===== config.mk =====
export PLATFORM = sky130hd
export DESIGN_NAME = gae_sqrt
export DESIGN_NICKNAME = d
export VERILOG_FILES = /design/src/hdl/gae_pkg.sv /design/src/hdl/gae_sqrt.sv
export SDC_FILE = /design/constraint.sdc
export NUM_CORES = 1
export LEC_CHECK = 0
export BUFFER_PORTS_ARGS = -buffer_cell sky130_fd_sc_hd__buf_4
export CORE_ASPECT_RATIO = 1.25
export CORE_MARGIN = 5
export CORE_UTILIZATION = 52
export CTS_CLUSTER_SIZE = 24
export DETAILED_ROUTE_END_ITERATION = 16
export GPL_TIMING_DRIVEN = 0
export PLACE_DENSITY = 0.73
export SLEW_MARGIN = 25
export SYNTH_ARGS = -nofsm -noshare
export SYNTH_HDL_FRONTEND = slang
export SYNTH_SLANG_ARGS = --single-unit

===== constraint.sdc =====
create_clock -name clk_i -period 7.8 [get_ports clk_i]
set_input_delay 1.17 -clock clk_i [delete_from_list [all_inputs] [get_ports clk_i]]
set_output_delay 1.17 -clock clk_i [all_outputs]
set_load 0.005 [all_outputs]

===== src/hdl/gae_pkg.sv =====
`timescale 1ns / 1ps
// ----------------------------------------------------------------------------
// gae_pkg
// Types, widths and helpers shared by the advantage estimator modules.
// ----------------------------------------------------------------------------
package gae_pkg;

  localparam int DATA_W = 32;
  localparam int CFG_W  = 17;
  localparam int DIV_W  = 70;  // dividend width of the shared divider
  localparam int DEN_W  = 33;  // divisor width
  localparam int ITER_W = 7;   // iteration count width
  localparam int SUM_W  = 38;  // sum of up to 64 advantages
  localparam int ACC_W  = 70;  // sum of up to 64 squared deviations
  localparam int PROD_W = 52;

  localparam logic [CFG_W-1:0] ONE_Q16        = 17'h10000;
  localparam logic [CFG_W-1:0] DISCOUNT_RST   = 17'd64880;
  localparam logic [CFG_W-1:0] TRACE_DECAY_RST = 17'd62259;

  localparam logic CFG_DISCOUNT    = 1'b0;
  localparam logic CFG_TRACE_DECAY = 1'b1;

  typedef struct packed {
    logic signed [DATA_W-1:0] reward;
    logic signed [DATA_W-1:0] state_value;
    logic signed [DATA_W-1:0] bootstrap_value;
    logic                     terminal;
    logic                     last;
  } item_t;

  typedef struct packed {
    logic signed [DATA_W-1:0] advantage;
    logic signed [DATA_W-1:0] return_value;
    logic                     last_result;
  } result_t;

  typedef enum logic [15:0] {
    S_IDLE = 16'h0001,
    S_GL   = 16'h0002,
    S_GLW  = 16'h0004,
    S_BRD  = 16'h0008,
    S_BM1  = 16'h0010,
    S_BADD = 16'h0020,
    S_MST  = 16'h0040,
    S_MWT  = 16'h0080,
    S_VRD  = 16'h0100,
    S_VD   = 16'h0200,
    S_VM1  = 16'h0400,
    S_VM2  = 16'h0800,
    S_VM3  = 16'h1000,
    S_VWT  = 16'h2000,
    S_SQ   = 16'h4000,
    S_NRUN = 16'h8000
  } state_e;

  typedef enum logic [2:0] {
    N_RD  = 3'b001,
    N_DIV = 3'b010,
    N_WT  = 3'b100
  } nstep_e;

  function automatic logic signed [DATA_W-1:0] sat32(input logic signed [39:0] v);
    logic signed [39:0] hi;
    logic signed [39:0] lo;
    hi = 40'sh007FFFFFFF;
    lo = -40'sh0080000000;
    if (v > hi) begin
      sat32 = 32'sh7FFFFFFF;
    end else if (v < lo) begin
      sat32 = 32'sh80000000;
    end else begin
      sat32 = v[DATA_W-1:0];
    end
  endfunction

  function automatic logic [CFG_W-1:0] clamp_one(input logic [CFG_W-1:0] v);
    clamp_one = (v > ONE_Q16) ? ONE_Q16 : v;
  endfunction

endpackage


===== src/hdl/gae_sqrt.sv =====
`timescale 1ns / 1ps
// ----------------------------------------------------------------------------
// gae_sqrt
// Integer square root of a 64-bit value, two radicand bits per cycle.
// ----------------------------------------------------------------------------
module gae_sqrt import gae_pkg::*; (
  input  logic              clk_i,
  input  logic              rst_ni,
  input  logic              start_i,
  input  logic [63:0]       value_i,
  output logic              done_o,
  output logic [DATA_W-1:0] root_o
);

  logic        busy_q, busy_d;
  logic        done_q, done_d;
  logic [5:0]  cnt_q, cnt_d;
  logic [63:0] v_q, v_d;
  logic [63:0] res_q, res_d;
  logic [63:0] bit_q, bit_d;
  logic [63:0] trial;

  assign trial = res_q + bit_q;

  always_comb begin
    busy_d = busy_q;
    done_d = 1'b0;
    cnt_d  = cnt_q;
    v_d    = v_q;
    res_d  = res_q;
    bit_d  = bit_q;
    if (start_i && !busy_q) begin
      busy_d = 1'b1;
      cnt_d  = 6'd32;
      v_d    = value_i;
      res_d  = '0;
      bit_d  = 64'h4000_0000_0000_0000;
    end else if (busy_q) begin
      if (v_q >= trial) begin
        v_d   = v_q - trial;
        res_d = (res_q >> 1) + bit_q;
      end else begin
        res_d = res_q >> 1;
      end
      bit_d = bit_q >> 2;
      cnt_d = cnt_q - 1'b1;
      if (cnt_q == 6'd1) begin
        busy_d = 1'b0;
        done_d = 1'b1;
      end
    end
  end

  always_ff @(posedge clk_i or negedge rst_ni) begin
    if (!rst_ni) begin
      busy_q <= 1'b0;
      done_q <= 1'b0;
      cnt_q  <= '0;
    end else begin
      busy_q <= busy_d;
      done_q <= done_d;
      cnt_q  <= cnt_d;
    end
  end

  always_ff @(posedge clk_i) begin
    v_q   <= v_d;
    res_q <= res_d;
    bit_q <= bit_d;
  end

  assign done_o = done_q;
  assign root_o = res_q[DATA_W-1:0];

endmodule


==> impl_metrics.yaml <==
layout:
  drive_above_1_share_pct: 11.5
  antenna_cells: 0
  areaGrowthSynthToFinish_pct: 12.6
  layout.nets: 2255
  seq_area_um2: 4040
  final_core_util_pct: 58.8
  multi_input_area_um2: 10300
  fill_cells: 2759
timing:
  clock.fmax_mhz: 151
  period_needed_ns: 6.61
  slew_headroom_pct: 41.6
  hold_viol: 0
  post-route-period-util_pct: 84.7
  rsz0062_at_grt: "false"
  clock_skew_ns: 0.0172
  tightest_slew_ns: 0.876
  fin_hold_ws_ns: 0.483
  setup_viol_count_final: 0
  slew_viol_final: 0
routing:
  post_drt_via_cell_ratio: 6.12
  wl_per_cell_um: 19.5
  routed_wl_um: 48100
  ant_nets: 0
  drtIter0Drc: 1152
  drc: 0
  num_vias: 15089
  drtPass1Iterations: 6
grt:
  globalRoute.busiestLayer: "met2"
  grt_use_total_pct: 28.5
  met2_usage_pct: 51.3
  grt_pass1_vias: 14375
  antenna_found_initial: 0
  grt_pass1_wl_um: 74800
  grt_max_degree: 23
  gr-total-overflow: 0
  use_met3_pct: 3.14
  use_met1_pct: 32.4
die:
  core-area_um2: 29100
  start_util_pct: 52.2
  dieHeight_um: 201
  io_pins: 100
  dieArea_um2: 32700
  die_w_um: 163
  row_count: 70
worst_setup_path:
  cp.required_ns: 7.97
  end_kind: "flip-flop"
  path_class: "reg -> reg"
  cpPeakStageDelay_ns: 0.49
  path_buf_inv: 6
  crit_top_cell: "o21ai_1"
  cp_slowest_cell: "dfxtp_1"
  critPathLaunchType: "flip-flop"
  crit_family: "compound AO/OA/AOI/OAI gates"
  crit_fanout: 22
  cp.arrival_ns: 6.77
logic_synthesis:
  ys_seq_elements: 168
  yosys.area_share.adder_pct: 11.0
  synth_edf_count: 64
  synth_top_family_by_area: "compound AO/OA/AOI/OAI gates"
  async_reset_ff_share_pct: 4.76
  muxShareOfSynthArea_pct: 0.725
  ys.flop_type: "dfxtp_1"
  syn-mean-instance-area_um2: 7.85
  yosysSeqAreaShare_pct: 26.6
  synth-xor-area-share_pct: 10.3
  syn_area_um2: 15200
  synth-simple-area-share_pct: 18.8
  synth_nets: 2134
  synth-warning-count: 0
  synth_compound_area_share_pct: 27.0
  syn_inst: 1934
  yosys.cell_types.count: 87
clock_network:
  cts.repair.resized: 0
  tritoncts: "done"
  cts_htree_levels: 4
  cts_num_sinks: 168
  postCtsSetupBuffers: 0
  cts.reportedPaths.clkPinSlew_ns: 0.08
  cts_hold_buf: 0
  clock_latency_ns: 0.46
  cts_buffers: 17
  root_buffer: "clkbuf_16"
  clockBufferDepth: 2
placement:
  gp_congestion: 1.02
  dp_hpwl_um: 38100
  portBuffers: 99
worst_hold_path:
  hp-class: "reg -> reg"
outcome:
  outcome: "finished, final reports clean"
flow_run:
  cap_viol_max_count: 0
==> worst register-to-register path, stage by stage (launching register included) <==
cell	delay [ns]
dfxtp_1	0.49
ha_1	0.32
a31oi_1	0.36
a211o_1	0.31
o21ai_1	0.14
a31oi_1	0.31
o21ai_1	0.14
a21boi_0	0.30
o21a_1	0.20
o21ai_1	0.08
xnor2_1	0.17
ha_1	0.28
buf_2	0.18
nand4_1	0.17
nor4_1	0.30
nand3_1	0.14
o41ai_2	0.41
o221ai_1	0.19
o211ai_1	0.26
a31o_1	0.17
buf_4	0.23
buf_6	0.21
inv_2	0.11
a21oi_4	0.42
buf_16	0.23
buf_16	0.20
==> synth_stat cells, types with 5 or more instances <==
master / number / area, um^2
nand2_1: 262 / 983
a21oi_1: 176 / 881
o21ai_0: 167 / 836
nor2_1: 133 / 499
ha_1: 132 / 1650
dfxtp_1: 96 / 1920
xnor2_1: 89 / 780
xor2_1: 89 / 780
clkbuf_1: 78 / 293
edfxtp_1: 64 / 1920
a31oi_1: 63 / 394
nand4_1: 54 / 338
buf_4: 38 / 285
a21o_1: 36 / 270
inv_1: 33 / 124
o21ai_1: 31 / 155
nand3_1: 25 / 125
nor2b_1: 25 / 156
nor3_1: 25 / 125
a31o_2: 21 / 184
nand2b_1: 19 / 119
o21bai_1: 18 / 135
o21a_1: 17 / 128
a211oi_1: 14 / 105
buf_2: 14 / 70.1
a22o_1: 13 / 114
a21boi_0: 11 / 82.6
and2_1: 11 / 68.8
and3_1: 11 / 68.8
mux2i_1: 11 / 110
o211ai_1: 10 / 75.1
nor4_1: 9 / 56.3
o31ai_1: 9 / 67.6
or3_1: 9 / 56.3
dfrtp_1: 8 / 200
and4_1: 7 / 61.3
o22ai_1: 7 / 43.8
and2b_1: 6 / 45.0
a32oi_1: 5 / 43.8
clkbuf_2: 5 / 25.0
==> layout by cell type (no fill, tap or decap), types with 17 or more instances in the layout <==
cell type  synthesis  routed
nand4_1           54      54
clkbuf_1          78      78
nor2b_1           25      25
ha_1             132     132
o21ai_0          167     167
buf_4             38     137
nand2_1          262     262
o21a_1            17      17
nand3_1           25      25
clkbuf_16          0      17
nor3_1            25      25
o21bai_1          18      18
nand2b_1          19      19
edfxtp_1          64      64
xnor2_1           89      89
a21o_1            36      36
a31o_2            21      21
nor2_1           133     133
o21ai_1           31      31
dfxtp_1           96      96
a21oi_1          176     175
xor2_1            89      89
inv_1             33      33
a31oi_1           63      63
==> layer usage <==
| layer | part of all wire [%] | wire length (um) | vias up |
|---|---|---|---|
| li1 | - | - | 7297 |
| met4 | 5.9 | 2860 | 0 |
| met3 | 5.1 | 2430 | 169 |
| met5 | 0 | 0 | - |
| met2 | 50 | 24000 | 597 |
| met1 | 39 | 18700 | 7026 |
==> worst paths after layout <==
path	slack, ns	startpoint	cells past startpoint	to
worst min-delay path	0.48	cnt_q[5]	1	cnt_q[5]
worst max register to register	1.19	res_q[2]	25	v_q[21]
worst max-delay path	1.19	res_q[2]	25	v_q[21]
min in group asynchronous	0.50	rst_ni	1	cnt_q[2]
worst min register to register	0.48	cnt_q[5]	1	cnt_q[5]
max in group asynchronous	7.16	rst_ni	1	cnt_q[0]
==> sequential cells by signal (all words and copies together) (netlist names) <==
signal and count:
bit_q 32, v_q 64, cnt_q 6, res_q 64, done_o 1, busy_q 1
==> through the flow <==
stage               setup WS (ns)  TNS, ns  instance area (um^2)  cells
floorplan                    1.41        0                 15200   1934
global placement           -0.613   -38.68                 16400   2429
detailed placement           1.28        0                 16500   2432
CTS                          1.21        0                 17100   2464
global route                0.822        0                 17100   2464
finish                       1.19        0                 17100   2464
==> cells by family (layout without fill, tap and decap cells) <==
| kind of cell | after synthesis | count (layout) |
|---|---|---|
| AO/OA/AOI/OAI | 654 | 654 |
| XOR/XNOR | 178 | 178 |
| adder cells (fa/ha/maj) | 133 | 133 |
| buffers and inverters | 174 | 308 |
| flip-flops | 168 | 168 |
| multiplexers | 11 | 11 |
| AND/OR/NAND/NOR | 616 | 616 |
==> final cells by class <==
class	instances	area share (%)
clock buffer	18	2.57
tap	396	2.90
clock inverter	14	0.856
inverter	34	0.746
sequential	168	23.6
multi-input combinational	1592	60.3
timing repair buffer	102	4.83
buffer	140	4.13
Power is not shown: default switching activity piles up to over one toggle a cycle in this logic, so the estimate is an artifact.
