$ cat src/hdl/gae_pkg.sv
`timescale 1ns / 1ps
// ----------------------------------------------------------------------------
// gae_pkg
// Types, widths and helpers shared by the advantage estimator modules.
// ----------------------------------------------------------------------------
package gae_pkg;

  localparam int DATA_W = 32;
  localparam int CFG_W  = 17;
  localparam int DIV_W  = 70;  // dividend width of the shared divider
  localparam int DEN_W  = 33;  // divisor width
  localparam int ITER_W = 7;   // iteration count width
  localparam int SUM_W  = 38;  // sum of up to 64 advantages
  localparam int ACC_W  = 70;  // sum of up to 64 squared deviations
  localparam int PROD_W = 52;

  localparam logic [CFG_W-1:0] ONE_Q16        = 17'h10000;
  localparam logic [CFG_W-1:0] DISCOUNT_RST   = 17'd64880;
  localparam logic [CFG_W-1:0] TRACE_DECAY_RST = 17'd62259;

  localparam logic CFG_DISCOUNT    = 1'b0;
  localparam logic CFG_TRACE_DECAY = 1'b1;

  typedef struct packed {
    logic signed [DATA_W-1:0] reward;
    logic signed [DATA_W-1:0] state_value;
    logic signed [DATA_W-1:0] bootstrap_value;
    logic                     terminal;
    logic                     last;
  } item_t;

  typedef struct packed {
    logic signed [DATA_W-1:0] advantage;
    logic signed [DATA_W-1:0] return_value;
    logic                     last_result;
  } result_t;

  typedef enum logic [15:0] {
    S_IDLE = 16'h0001,
    S_GL   = 16'h0002,
    S_GLW  = 16'h0004,
    S_BRD  = 16'h0008,
    S_BM1  = 16'h0010,
    S_BADD = 16'h0020,
    S_MST  = 16'h0040,
    S_MWT  = 16'h0080,
    S_VRD  = 16'h0100,
    S_VD   = 16'h0200,
    S_VM1  = 16'h0400,
    S_VM2  = 16'h0800,
    S_VM3  = 16'h1000,
    S_VWT  = 16'h2000,
    S_SQ   = 16'h4000,
    S_NRUN = 16'h8000
  } state_e;

  typedef enum logic [2:0] {
    N_RD  = 3'b001,
    N_DIV = 3'b010,
    N_WT  = 3'b100
  } nstep_e;

  function automatic logic signed [DATA_W-1:0] sat32(input logic signed [39:0] v);
    logic signed [39:0] hi;
    logic signed [39:0] lo;
    hi = 40'sh007FFFFFFF;
    lo = -40'sh0080000000;
    if (v > hi) begin
      sat32 = 32'sh7FFFFFFF;
    end else if (v < lo) begin
      sat32 = 32'sh80000000;
    end else begin
      sat32 = v[DATA_W-1:0];
    end
  endfunction

  function automatic logic [CFG_W-1:0] clamp_one(input logic [CFG_W-1:0] v);
    clamp_one = (v > ONE_Q16) ? ONE_Q16 : v;
  endfunction

endpackage

$ cat src/hdl/gae_div.sv
`timescale 1ns / 1ps
// ----------------------------------------------------------------------------
// gae_div
// Restoring divider, one quotient bit per cycle, dividend MSB aligned.
// ----------------------------------------------------------------------------
module gae_div import gae_pkg::*; (
  input  logic              clk_i,
  input  logic              rst_ni,
  input  logic              start_i,
  input  logic [DIV_W-1:0]  num_i,
  input  logic [DEN_W-1:0]  den_i,
  input  logic [ITER_W-1:0] iters_i,
  output logic              busy_o,
  output logic              done_o,
  output logic [DIV_W-1:0]  quot_o,
  output logic [DEN_W-1:0]  rem_o
);

  logic              busy_q, busy_d;
  logic              done_q, done_d;
  logic [ITER_W-1:0] cnt_q, cnt_d;
  logic [DIV_W-1:0]  num_q, num_d;
  logic [DIV_W-1:0]  quot_q, quot_d;
  logic [DEN_W-1:0]  rem_q, rem_d;
  logic [DEN_W-1:0]  den_q, den_d;
  logic [DEN_W:0]    trial;
  logic [DEN_W:0]    diff;
  logic              ge;

  assign trial = {rem_q, num_q[DIV_W-1]};
  assign ge    = trial >= {1'b0, den_q};
  assign diff  = trial - {1'b0, den_q};

  always_comb begin
    busy_d = busy_q;
    done_d = 1'b0;
    cnt_d  = cnt_q;
    num_d  = num_q;
    quot_d = quot_q;
    rem_d  = rem_q;
    den_d  = den_q;
    if (start_i && !busy_q) begin
      busy_d = 1'b1;
      cnt_d  = iters_i;
      num_d  = num_i;
      quot_d = '0;
      rem_d  = '0;
      den_d  = den_i;
    end else if (busy_q) begin
      num_d  = {num_q[DIV_W-2:0], 1'b0};
      quot_d = {quot_q[DIV_W-2:0], ge};
      rem_d  = ge ? diff[DEN_W-1:0] : trial[DEN_W-1:0];
      cnt_d  = cnt_q - 1'b1;
      if (cnt_q == ITER_W'(1)) begin
        busy_d = 1'b0;
        done_d = 1'b1;
      end
    end
  end

  always_ff @(posedge clk_i or negedge rst_ni) begin
    if (!rst_ni) begin
      busy_q <= 1'b0;
      done_q <= 1'b0;
      cnt_q  <= '0;
    end else begin
      busy_q <= busy_d;
      done_q <= done_d;
      cnt_q  <= cnt_d;
    end
  end

  always_ff @(posedge clk_i) begin
    num_q  <= num_d;
    quot_q <= quot_d;
    rem_q  <= rem_d;
    den_q  <= den_d;
  end

  assign busy_o = busy_q;
  assign done_o = done_q;
  assign quot_o = quot_q;
  assign rem_o  = rem_q;

endmodule

$ cat config.mk
export PLATFORM = sky130hd
export DESIGN_NAME = gae_div
export DESIGN_NICKNAME = d
export VERILOG_FILES = /design/src/hdl/gae_pkg.sv /design/src/hdl/gae_div.sv
export SDC_FILE = /design/constraint.sdc
export NUM_CORES = 1
export LEC_CHECK = 0
export ABC_AREA = 1
export BUFFER_PORTS_ARGS = -buffer_cell sky130_fd_sc_hd__buf_4
export CAP_MARGIN = 30
export CORE_MARGIN = 2
export CORE_UTILIZATION = 50
export DETAILED_ROUTE_END_ITERATION = 10
export GPL_TIMING_DRIVEN = 0
export PLACE_DENSITY = 0.76
export SYNTH_ARGS = -nofsm -noshare
export SYNTH_HDL_FRONTEND = slang
export SYNTH_SLANG_ARGS = --single-unit
$ cat constraint.sdc
create_clock -name clk_i -period 3.25 [get_ports clk_i]
set_clock_uncertainty 0.1 [all_clocks]
set_input_delay 0.65 -clock clk_i [delete_from_list [all_inputs] [get_ports clk_i]]
set_output_delay 0.65 -clock clk_i [all_outputs]
set_load 0.05 [all_outputs]
==> key figures, run 1 <==
Run status
  – Outcome: finished, final reports clean

Worst setup path
  – Worst path cell trace: inv_1 > ha_1 > inv_1 > fa_1 > nand3_1 > nand3_2 > nand2_2 > nand2_4 > nand2_4 > buf_6 > buf_12 > nand3_2 > nand3_1 > o21ai_0
  – CP arrival: 2.81 ns
  – R2R depth: 14
  – Slowest-stage cell, CP: fa_1
  – Largest delay share family, worst path: simple AND/OR/NAND/NOR gates
  – Crit path max fanout: 10
  – Buf/Inv on CP: 4
  – CP endpoint kind: flip-flop
  – Critical path depth: 14
  – WP data required: 3.52 ns
  – Critical path class: reg2reg
  – CP max stage delay: 0.48 ns
  – CP startpoint kind: flip-flop

Timing
  – Final Hold Vio Count: 0
  – Crit share post-route: 78.0%
  – Tmin final: 2.53 ns
  – Setup TNS: 0 ns
  – RSZ-0062 raised after global routing: false
  – Max Freq: between 300 and 400 MHz
  – Slew @ Worst Pin: between 0.7 and 0.8 ns
  – Final Max Tran Viols: 0
  – Slew headroom: 52.9%
  – Final setup fails: 0

Global route
  – First-pass GRT wire length: 45.2 mm
  – Pin count of the biggest net entering global routing: 46
  – Number of global-route vias before repair: 9327
  – GR Overflow Total: 0
  – Total global-route track usage: 24.6%
  – Initial antenna violation count: 0

Placed design
  – Post-Place Cells: 1891
  – Final GP Congestion: 0.933
  – PortBufs: 217
  – DP Area: 12900 um2
  – DP HPWL: 21.8 mm

Clock network
  – Post-CTS sizing: 0
  – Root Buffer: clkbuf_16
  – # H-tree levels: 1
  – Num CTS Buffers: 23
  – Clock buffer depth: 3
  – Clk slew on worst S/H paths: 0.06 ns
  – CTS tree: done
  – Sink Count: 215
  – Later-pin clock latency in the skew report: 0.53 ns

Routing
  – Vias: ~9400
  – Vias per cell: 4.89
  – Final WL: 28.5 mm
  – Drt initial violations: 504
  – Drt wl/cell: between 10 and 15 um
  – Remaining DRCs: 0
  – Post-DRT Antenna Nets: 0
  – First-pass detailed-route iteration total: 5

Cells and area
  – Multi-input logic area: between 4000 and 5000 um2
  – Count of non-filler cells in the finished layout: ~1900
  – N_diodes: 0
  – Highest-count cells in the layout ignoring fill and taps: 516 x nand2_1, 239 x inv_1, 220 x buf_4, 103 x edfxtp_1, 103 x dfxtp_1
  – Final instance area: 13700 um2
  – FF/Latch Area: 5380 um2
  – Area growth syn-to-layout: 25.5%
  – Layout Nets: around 1800
  – Leading cell type in the layout, fill and taps excluded: nand2_1
  – Fraction of layout cells with a size suffix above 1: 18.9%
  – Fillers: approximately 1900

Floorplanning
  – I/O pin cnt: 218
  – Row Count: 54
  – Die Y: 152 um
  – Area of the die: 23000 um2
  – Initial Util: roughly half
  – Core box area: 21600 um2
  – Die width: ~150 um

Logic synthesis
  – Synthesized flop and latch total: 215
  – Top_reg_cell synth: edfxtp_1
  – Synth area leaders: edfxtp_1 28%, dfxtp_1 19%, nand2_1 18%, inv_1 8.2%, ha_1 4.0%
  – Yosys cell types: 43
  – Cell count after synthesis: between 1000 and 1500
  – Syn Nets: between 1500 and 2000
  – Post-synth ARST share: 4.19%
  – Sequential share of the synthesized area: between 40% and 50%
  – Syn avg cell area: 7.84 um2
  – Synth warn: 0
  – Top cell type's share of synthesized area: 28.3%
  – Synth Cell Area: 10900 um2
  – Post-synth EDFFs: around 100
  – Cell taking the most area after synthesis: edfxtp_1

Hold path
  – Worst hold path stage count: 1
  – Hold/Removal Path Class: in2reg

Pwr
  – Peak VDD IR: 1.01 mV
  – Standby leakage power: around 0.007 uW
  – PwrDens: ~1200 nW/um2

Run
  – Max-cap viol count: 0
==> cell usage after synthesis (13+ instances only) <==
master and n:
nor2_1 43, xnor2_1 15, o21ai_0 13, inv_1 239
clkbuf_1 29, a21oi_1 21, o22ai_1 68, nor2_2 13
nand2_1 516, edfxtp_1 103, ha_1 35, dfxtp_1 103
nand3_1 76
==> report_power, final <==
| group | total [uW] | leakage (uW) | internal (uW) | switching, uW |
|---|---|---|---|---|
| combinational | 8670 | 0.00464 | 2820 | 5850 |
| sequential | 4810 | 0.00206 | 4160 | 643 |
| clock | 2580 | 0.000364 | 1520 | 1060 |
| total | 16100 | 0.00707 | 8500 | 7550 |
==> cell type report <==
cell class | instances | area share (%)
Inverter | 244 | 6.69
Buffer | 47 | 1.85
Timing Repair Buffer | 220 | 12.3
Clock buffer | 37 | 4.97
Tap cell | 280 | 2.56
Sequential cell | 215 | 39.3
Multi-Input combinational cell | 886 | 31.9
Clock inverter | 4 | 0.438
==> repair_timing <==
| action | 4_1_cts | 5_1_grt |
|---|---|---|
| hold endpoints to repair | 9 | 0 |
| hold buffers | 1 | 0 |
| setup buffers | 0 | 0 |
| setup endpoints to repair | 0 | 0 |
==> worst register-to-register path, stage by stage, from the launching register on <==
cell and delay, ns:
edfxtp_1 0.36, inv_1 0.08, ha_1 0.15, inv_1 0.09, fa_1 0.48, nand3_1 0.15, nand3_2 0.14, nand2_2 0.12
nand2_4 0.07, nand2_4 0.08, buf_6 0.15, buf_12 0.15, nand3_2 0.07, nand3_1 0.07, o21ai_0 0.11
==> path summary, 6_finish.rpt <==
path	slack, ns	from	end
setup / recovery	0.72	num_q[69]	rem_o[14]
hold / removal	0.20	den_i[32]	den_q[32]
setup reg to reg	0.72	num_q[69]	rem_o[14]
hold reg to reg	0.37	quot_o[69]	quot_o[69]
max in group asynchronous	2.48	rst_ni	cnt_q[0]
min in group asynchronous	0.42	rst_ni	cnt_q[4]
==> routing by layer <==
layer / global-route usage [%] / part of all wire, % / vias to the layer above
met5: 0 / 0 / -
li1: - / - / 4895
met4: 6.30 / 2.3 / 0
met3: 6.86 / 7.2 / 41
met2: 43.4 / 49 / 240
met1: 29.6 / 42 / 4270
==> state kept, by name (all words and copies together), names as in the netlist <==
signal	cells
quot_o	70
rem_o	33
busy_o	1
done_o	1
den_q	33
cnt_q	7
num_q	70
==> kinds of logic (layout without fill, tap and decap cells) <==
kind of cell             Yosys count  count (layout)  synth area share (%)
XOR/XNOR                          17              17                  1.36
buffers and inverters            291             552                  10.7
AO/OA/AOI/OAI                    120             120                  6.60
adder cells (fa/ha/maj)           36              36                  4.19
flip-flops                       215             215                  49.3
AND/OR/NAND/NOR                  713             713                  27.9
==> through the flow <==
stage / hold WS (ns) / utilization (%) / setup slack [ns] / total power (uW)
3_3_place_gp: 0.347 / 59.7 / -0.267 / 13300
4_1_cts: 0.181 / 63.4 / 0.725 / 16100
6_report: 0.195 / 63.4 / 0.715 / 16100
2_1_floorplan: 0.254 / - / 0.685 / 11000
5_1_grt: 0.176 / 63.4 / 0.535 / 17200
3_5_place_dp: 0.357 / 59.9 / 0.530 / 13500
(Power assumes the default switching activity.)
==> inputs of run 2 (changes only) <==
--- a/config.mk
+++ b/config.mk
@@ -9,10 +9,10 @@
 export BUFFER_PORTS_ARGS = -buffer_cell sky130_fd_sc_hd__buf_4
 export CAP_MARGIN = 30
 export CORE_MARGIN = 2
-export CORE_UTILIZATION = 50
+export CORE_UTILIZATION = 56
 export DETAILED_ROUTE_END_ITERATION = 10
 export GPL_TIMING_DRIVEN = 0
-export PLACE_DENSITY = 0.76
+export PLACE_DENSITY = 0.81
 export SYNTH_ARGS = -nofsm -noshare
 export SYNTH_HDL_FRONTEND = slang
 export SYNTH_SLANG_ARGS = --single-unit
==> constraint.sdc (replaced) <==
create_clock -name clk_i -period 2.6 [get_ports clk_i]
set_clock_uncertainty 0.1 [all_clocks]
set_input_delay 0.52 -clock clk_i [delete_from_list [all_inputs] [get_ports clk_i]]
set_output_delay 0.52 -clock clk_i [all_outputs]
set_load 0.05 [all_outputs]
==> key figures, run 2 (synthesis gave the netlist of run 1 again) <==
Clock network
  – # H-tree levels: 1
  – Sink Count: 215
  – Clock buffer depth: 3
  – Num CTS Buffers: 23
  – Post-CTS Setup Inserts: 0
  – Later-pin clock latency in the skew report: 0.53 ns
  – Root Buffer: clkbuf_16
  – CTS tree: done
  – Clk slew on worst S/H paths: 0.06 ns

Timing
  – Final setup fails: 0
  – Slew headroom: 53.2%
  – Crit share post-route: 92.6%
  – RSZ-0062 raised after global routing: false
  – Tmin final: between 2 and 2.5 ns
  – Max Freq: 416 MHz
  – Final Max Tran Viols: 0
  – Slew @ Worst Pin: between 0.7 and 0.8 ns
  – Final Hold Vio Count: 0
  – Setup TNS: 0 ns

Routing
  – Final WL: 28.7 mm
  – Remaining DRCs: 0
  – Drt initial violations: 499
  – Vias: around 9600
  – Post-DRT Antenna Nets: 0
  – First-pass detailed-route iteration total: 5
  – Drt wl/cell: about 15 um
  – Vias per cell: 5.02

Cells and area
  – Leading cell type in the layout, fill and taps excluded: nand2_1
  – Fraction of layout cells with a size suffix above 1: 19.2%
  – N_diodes: 0
  – Highest-count cells in the layout ignoring fill and taps: 516 x nand2_1, 239 x inv_1, 220 x buf_4, 103 x edfxtp_1, 103 x dfxtp_1
  – Count of non-filler cells in the finished layout: 1919
  – Layout Nets: roughly 1800
  – Area growth syn-to-layout: 25.6%

Pwr
  – Standby leakage power: 0.00709 uW
  – Peak VDD IR: 1.18 mV
  – PwrDens: around 1500 nW/um2

Global route
  – Number of global-route vias before repair: 9348
  – Pin count of the biggest net entering global routing: 71
  – GR Overflow Total: 0
  – First-pass GRT wire length: 44.9 mm
  – Initial antenna violation count: 0
  – Total global-route track usage: 27.4%

Hold path
  – Hold/Removal Path Class: in2reg

Worst setup path
  – Critical path class: reg2reg
  – WP data required: approximately 2.9 ns
  – CP startpoint kind: flip-flop
  – CP endpoint kind: flip-flop
  – Crit path max fanout: 10
  – CP arrival: 2.70 ns

Floorplanning
  – Die width: 144 um
  – Die Y: 144 um
  – Core box area: 19300 um2
  – Row Count: 51
  – I/O pin cnt: 218
  – Area of the die: 20600 um2
  – Initial Util: 56.6%

Placed design
  – Post-Place Cells: 1876
  – DP HPWL: 21.6 mm
  – Final GP Congestion: between 0.9 and 1
  – PortBufs: 217

Run
  – Max-cap viol count: 0

Run status
  – Outcome: finished, final reports clean
==> run 2: stage by stage <==
step	total power, uW	hold WS, ns	util [%]	setup WS, ns	area, um2
after detailed placement	16800	0.255	67.1	0.135	12900
after global routing	21500	0.0501	71.2	0.0337	13700
final	20200	0.0604	71.2	0.194	13700
after global placement	16500	0.249	66.8	-0.749	12900
after CTS	20200	0.0500	71.2	0.121	13700
after floorplan	13800	0.124	-	0.0357	10900
==> run 2: final timing paths <==
path                            from        end  slack, ns  cells after the start
max                        num_q[69]  rem_o[13]       0.19                     14
min                        den_i[32]  den_q[32]       0.06                      1
max reg2reg                num_q[69]  rem_o[13]       0.19                     14
min reg2reg                rem_o[28]  rem_o[28]       0.38                      2
max in group asynchronous     rst_ni   cnt_q[1]       1.99                      2
min in group asynchronous     rst_ni   cnt_q[4]       0.27                      2
==> run 2: worst max-delay path, stage by stage (launching register included) <==
cell and delay (ns):
edfxtp_1 0.35, inv_1 0.10, ha_1 0.17, inv_1 0.09, fa_2 0.39, nand3_1 0.12, nand3_2 0.14, nand2_2 0.12
nand2_4 0.06, nand2_4 0.07, buf_6 0.15, buf_12 0.15, nand3_2 0.07, nand3_1 0.08, o21ai_0 0.08
==> run 2: repair_timing <==
| action | in CTS | in global routing |
|---|---|---|
| endpoints found under the setup margin | 0 | 4 |
| gates resized for setup | 0 | 1 |
| hold endpoints to repair | 9 | 0 |
| hold buffers | 1 | 0 |
==> run 2: layout make-up <==
cell class | count | area, um2
clock buffer | 34 | 691
inverter | 244 | 916
tap | 265 | 332
buffer | 47 | 254
clock inverter | 8 | 81.3
sequential | 215 | 5380
timing repair buffer | 220 | 1690
multi-input combinational | 886 | 4370
fill | 1558 | 5560
==> run 2: routing by layer <==
metal	up-vias	part of all wire, %	global-route usage, %
met1	4386	40	32.7
met2	289	49	48.0
li1	4896	-	-
met5	-	0	0
met3	62	7.6	7.03
met4	0	3.3	9.24
==> run 2: where the power goes <==
part / internal [uW] / switching [uW]
Sequential: 5210 / 777
Combinational: 3520 / 7370
Clock: 1960 / 1370
